File: config.mk
export PLATFORM = sky130hd
export DESIGN_NAME = psu_mac
export DESIGN_NICKNAME = d
export VERILOG_FILES = /design/src/rtl/psu_pkg.sv /design/src/rtl/psu_mac.sv
export SDC_FILE = /design/constraint.sdc
export NUM_CORES = 1
export LEC_CHECK = 0
export CORE_MARGIN = 2
export CORE_UTILIZATION = 65
export DETAILED_ROUTE_END_ITERATION = 10
export DONT_BUFFER_PORTS = 1
export GPL_TIMING_DRIVEN = 1
export PLACE_DENSITY = 0.81
export SETUP_SLACK_MARGIN = 0.5
export SYNTH_ARGS = -nofsm -noshare
export SYNTH_HDL_FRONTEND = slang
export SYNTH_SLANG_ARGS = --single-unit
File: constraint.sdc
create_clock -name clk -period 9.85 [get_ports clk]
set_input_delay 1.4775 -clock clk [delete_from_list [all_inputs] [get_ports clk]]
set_output_delay 1.4775 -clock clk [all_outputs]
set_load 0.05 [all_outputs]
File: src/rtl/psu_pkg.sv
// Shared types and constants for the particle swarm update block.
// No dependencies; imported by psu_mac and particle_swarm_update.
package psu_pkg;

  localparam int MUL_W = 18;
  localparam int ACC_W = 44;
  localparam int VEL_W = 24;
  localparam int POS_W = 6;
  localparam int FRAC_W = 17;
  localparam int FIT_W = 27;
  localparam int CFG_W = 24;
  localparam int CFG_AW = 3;

  localparam logic [FRAC_W-1:0] FRAC_ONE = 17'd65536;
  localparam logic signed [VEL_W-1:0] VEL_ONE = 24'sd65536;

  typedef enum logic [1:0] {
    DIM_A = 2'd0,
    DIM_B = 2'd1,
    DIM_C = 2'd2,
    DIM_D = 2'd3
  } dim_t;

  typedef enum logic [CFG_AW-1:0] {
    CFG_START_POS_A  = 3'd0,
    CFG_START_POS_B  = 3'd1,
    CFG_START_FRAC_C = 3'd2,
    CFG_START_FRAC_D = 3'd3,
    CFG_START_VEL_A  = 3'd4,
    CFG_START_VEL_B  = 3'd5,
    CFG_START_VEL_C  = 3'd6,
    CFG_START_VEL_D  = 3'd7
  } cfg_idx_t;

  typedef enum logic [3:0] {
    S_IDLE,
    S_LOAD,
    S_VMUL1,
    S_VMUL2,
    S_VACC,
    S_VEL,
    S_POS,
    S_SQ,
    S_SQLAST,
    S_FIT
  } state_t;

  typedef struct packed {
    logic mul_en;
    logic acc_clr;
    logic acc_add;
    logic acc_shl;
  } mac_ctl_t;

endpackage

File: src/rtl/psu_mac.sv
// Shared multiply-accumulate unit: registered 18x18 signed product and
// a 44-bit accumulator. Depends on psu_pkg.
module psu_mac import psu_pkg::*; (
  input  logic                    clk,
  input  mac_ctl_t                ctl,
  input  logic signed [MUL_W-1:0] op_a,
  input  logic signed [MUL_W-1:0] op_b,
  output logic signed [ACC_W-1:0] acc
);

  logic signed [2*MUL_W-1:0] mul_r;
  logic signed [ACC_W-1:0]   acc_r;
  logic signed [ACC_W-1:0]   base;
  logic signed [ACC_W-1:0]   addend;

  always_comb begin
    base   = ctl.acc_clr ? '0 : acc_r;
    addend = '0;
    if (ctl.acc_add) begin
      addend = ctl.acc_shl ? (ACC_W'(mul_r) <<< 32) : ACC_W'(mul_r);
    end
  end

  always_ff @(posedge clk) begin
    if (ctl.mul_en) begin
      mul_r <= op_a * op_b;
    end
    if (ctl.acc_clr || ctl.acc_add) begin
      acc_r <= base + addend;
    end
  end

  assign acc = acc_r;

endmodule

==> flow_summary.yaml <==
timing:
  setup-violations-final: 0
  max_slew_margin_pct: 29.6
  period_share_pct: 72.0
  finalMaxSlewViolations: 0
  max_freq_ghz: 0.141
  final.setup.tns_ps: 0
  hold_viol: 0
  skew_ps: 8.12
  fin_ws_ps: 2760
  rsz0062_at_grt: "no"
  min_period_ps: 7090
  worst_pin_slew_ps: 1060
floorplanning:
  fp.dieW_microns: 169
  ios: 85
  core_sq_um: 26800
  start_util_pct: 66.0
  die_area_sq_um: 28500
  fp-row-count: 60
  dieHeight_microns: 169
worst_setup_path:
  rr_worst_depth: 13
  cp-endpoint: "mul_r[34]$_DFFE_PP_"
  r2r_start: "acc[0]$_DFFE_PP_"
  critPathRequiredTime_ps: 9940
  cp_max_fo: 13
  start_kind: "input pin"
  arrival_ps: 7180
  crit_start: "op_b[17]"
  crit_path_end_kind: "flop"
  path_class: "in -> reg"
  reg2reg_slack_ps: 5980
  r2r-end: "acc[32]$_DFFE_PP_"
synth:
  synth_edf_count: 80
  synth_area_leaders: "fa_1, edfxtp_1, ha_1, inv_1, and2_1"
  ys_types: 63
  netlist_area_sq_um: 17700
  synth_warnings: 0
  ys_seq_area_share_pct: 13.6
  synth_common_cells: "inv_1, fa_1, nand2_1, and2_1, ha_1"
  synthCells: 1904
  ys.flop_type: "edfxtp_1"
  synth.largest_area_cell: "fa_1"
  yosysTopAreaCellShare_pct: 37.4
  ys_async_sr_fraction_pct: 0
  synth.most_common_cell: "inv_1"
  synth.avg_cell_area_sq_um: 9.28
  synth.net_count: 2411
  ys_seq_elements: 80
cts:
  cts-htree-levels: 3
  postCtsHoldBufs: 0
  post_cts_buffers: 0
  clock_latency_ps: 340
  numCtsBuffers: 9
  path_clk_slew_ps: 60
  cts_resized: 0
  cts_tree: "yes"
  clock-sinks: 80
  clockRootBuffer: "clkbuf_16"
  clk_path_buf_depth: 2
job:
  drv_cap: 0
min_path:
  min_from: "mul_r[0]$_DFFE_PP_"
  hp-class: "reg -> reg"
global_route:
  grt_max_degree: 46
  grt_use_total_pct: 28.9
  antenna_found_initial: 0
  first_global_vias: 13100
  grt_pass1_wl_microns: 65400
  grt.overflow.total: 0
routing:
  wl_microns: 39000
  wl_per_cell_microns: 17.8
  drt_first_pass_iters: 5
  ant_nets: 0
  vias_per_cell: 5.63
  drc: 0
  vias: 12400
  drt-initial-drc-count: 739
finish:
  utilization_pct: 67.7
  syn2layout_area_growth_pct: 2.71
  fin_nets: 2358
  n_antenna_cell: 0
  final_layout_size_suffix_gt1_share_pct: 1.67
place:
  port_buffers: 0
  place_ws_ps: 2420
  globalplace.congestion: 0.942
  hpwl_microns: 32700
run_status:
  status: "finished clean"
## cell families (layout without fill, tap and decap cells)
group                    Yosys count  after routing  synth area share [%]
AO/OA/AOI/OAI                    219            219                  8.59
XOR/XNOR                          72             72                  3.57
flip-flops                        80             80                  13.6
buffers and inverters            491            443                  10.4
adder cells (fa/ha/maj)          466            466                  47.0
AND/OR/NAND/NOR                  573            573                  16.7
multiplexers                       3              3                 0.170
## worst min path at each step
stage                        to  slack [ps]  cells after the start
2_1_floorplan  acc[0]$_DFFE_PP_         650                      2
3_3_place_gp   acc[0]$_DFFE_PP_         760                      2
3_5_place_dp   acc[0]$_DFFE_PP_         770                      2
4_1_cts        acc[0]$_DFFE_PP_         790                      2
5_1_grt        acc[0]$_DFFE_PP_         830                      2
6_report       acc[0]$_DFFE_PP_         790                      2
## per-layer routing
| metal | wire [microns] | share of wire, % | GRT usage [%] | up-vias |
|---|---|---|---|---|
| met1 | 16500 | 42 | 38.5 | 6140 |
| met5 | 0 | 0 | 0 | - |
| met2 | 18400 | 47 | 48.0 | 433 |
| met3 | 3200 | 8.2 | 6.83 | 69 |
| met4 | 931 | 2.4 | 7.95 | 0 |
| li1 | - | - | - | 5733 |
## per-stage QoR
step,hold WS [ps],std cells,instance area [sq um]
finish,791,2197,18200
floorplan,648,1904,17700
global route,827,2197,18200
detailed placement,772,2181,17900
global placement,755,2181,17900
CTS,795,2197,18200
## registers in the layout (all words and copies together) (netlist names)
register / flops
mul_r: 36
acc: 44
## cells in the final DEF, fill, tap and decap left out, types with 17 or more instances in the layout
cell type / Yosys / final
fa_1: 330 / 330
xnor2_1: 53 / 53
nand2_1: 197 / 197
o21ai_0: 38 / 38
and2_1: 191 / 191
nand2b_1: 17 / 17
edfxtp_1: 80 / 80
a21oi_1: 55 / 55
nor2_1: 56 / 56
nor2b_1: 59 / 59
inv_1: 426 / 426
xor2_1: 19 / 19
a21o_1: 33 / 33
ha_1: 136 / 136
## final cells by class
type	instances	area [sq um]
multi-input cells	1333	13400
fillers	2053	8640
flip-flops and latches	80	2400
inverters	426	1600
well taps	341	427
clock buffers	10	229
clock inverters	6	60.1
repair buffers	1	7.51
## critical path: stages
cell and delay [ps]:
inv_1 380, nor2_1 110, fa_1 510, fa_1 440, fa_1 550, fa_1 470
fa_1 520, inv_1 50, fa_1 480, inv_1 50, ha_1 340, a211oi_1 290
nand2_1 70, o21ai_0 150, nand3_1 150, a41oi_2 280, o21ai_1 140, o41a_1 390
a41oi_1 260, xnor2_1 90
Power is not shown: default switching activity piles up to over one toggle a cycle in this logic, so the estimate is an artifact.
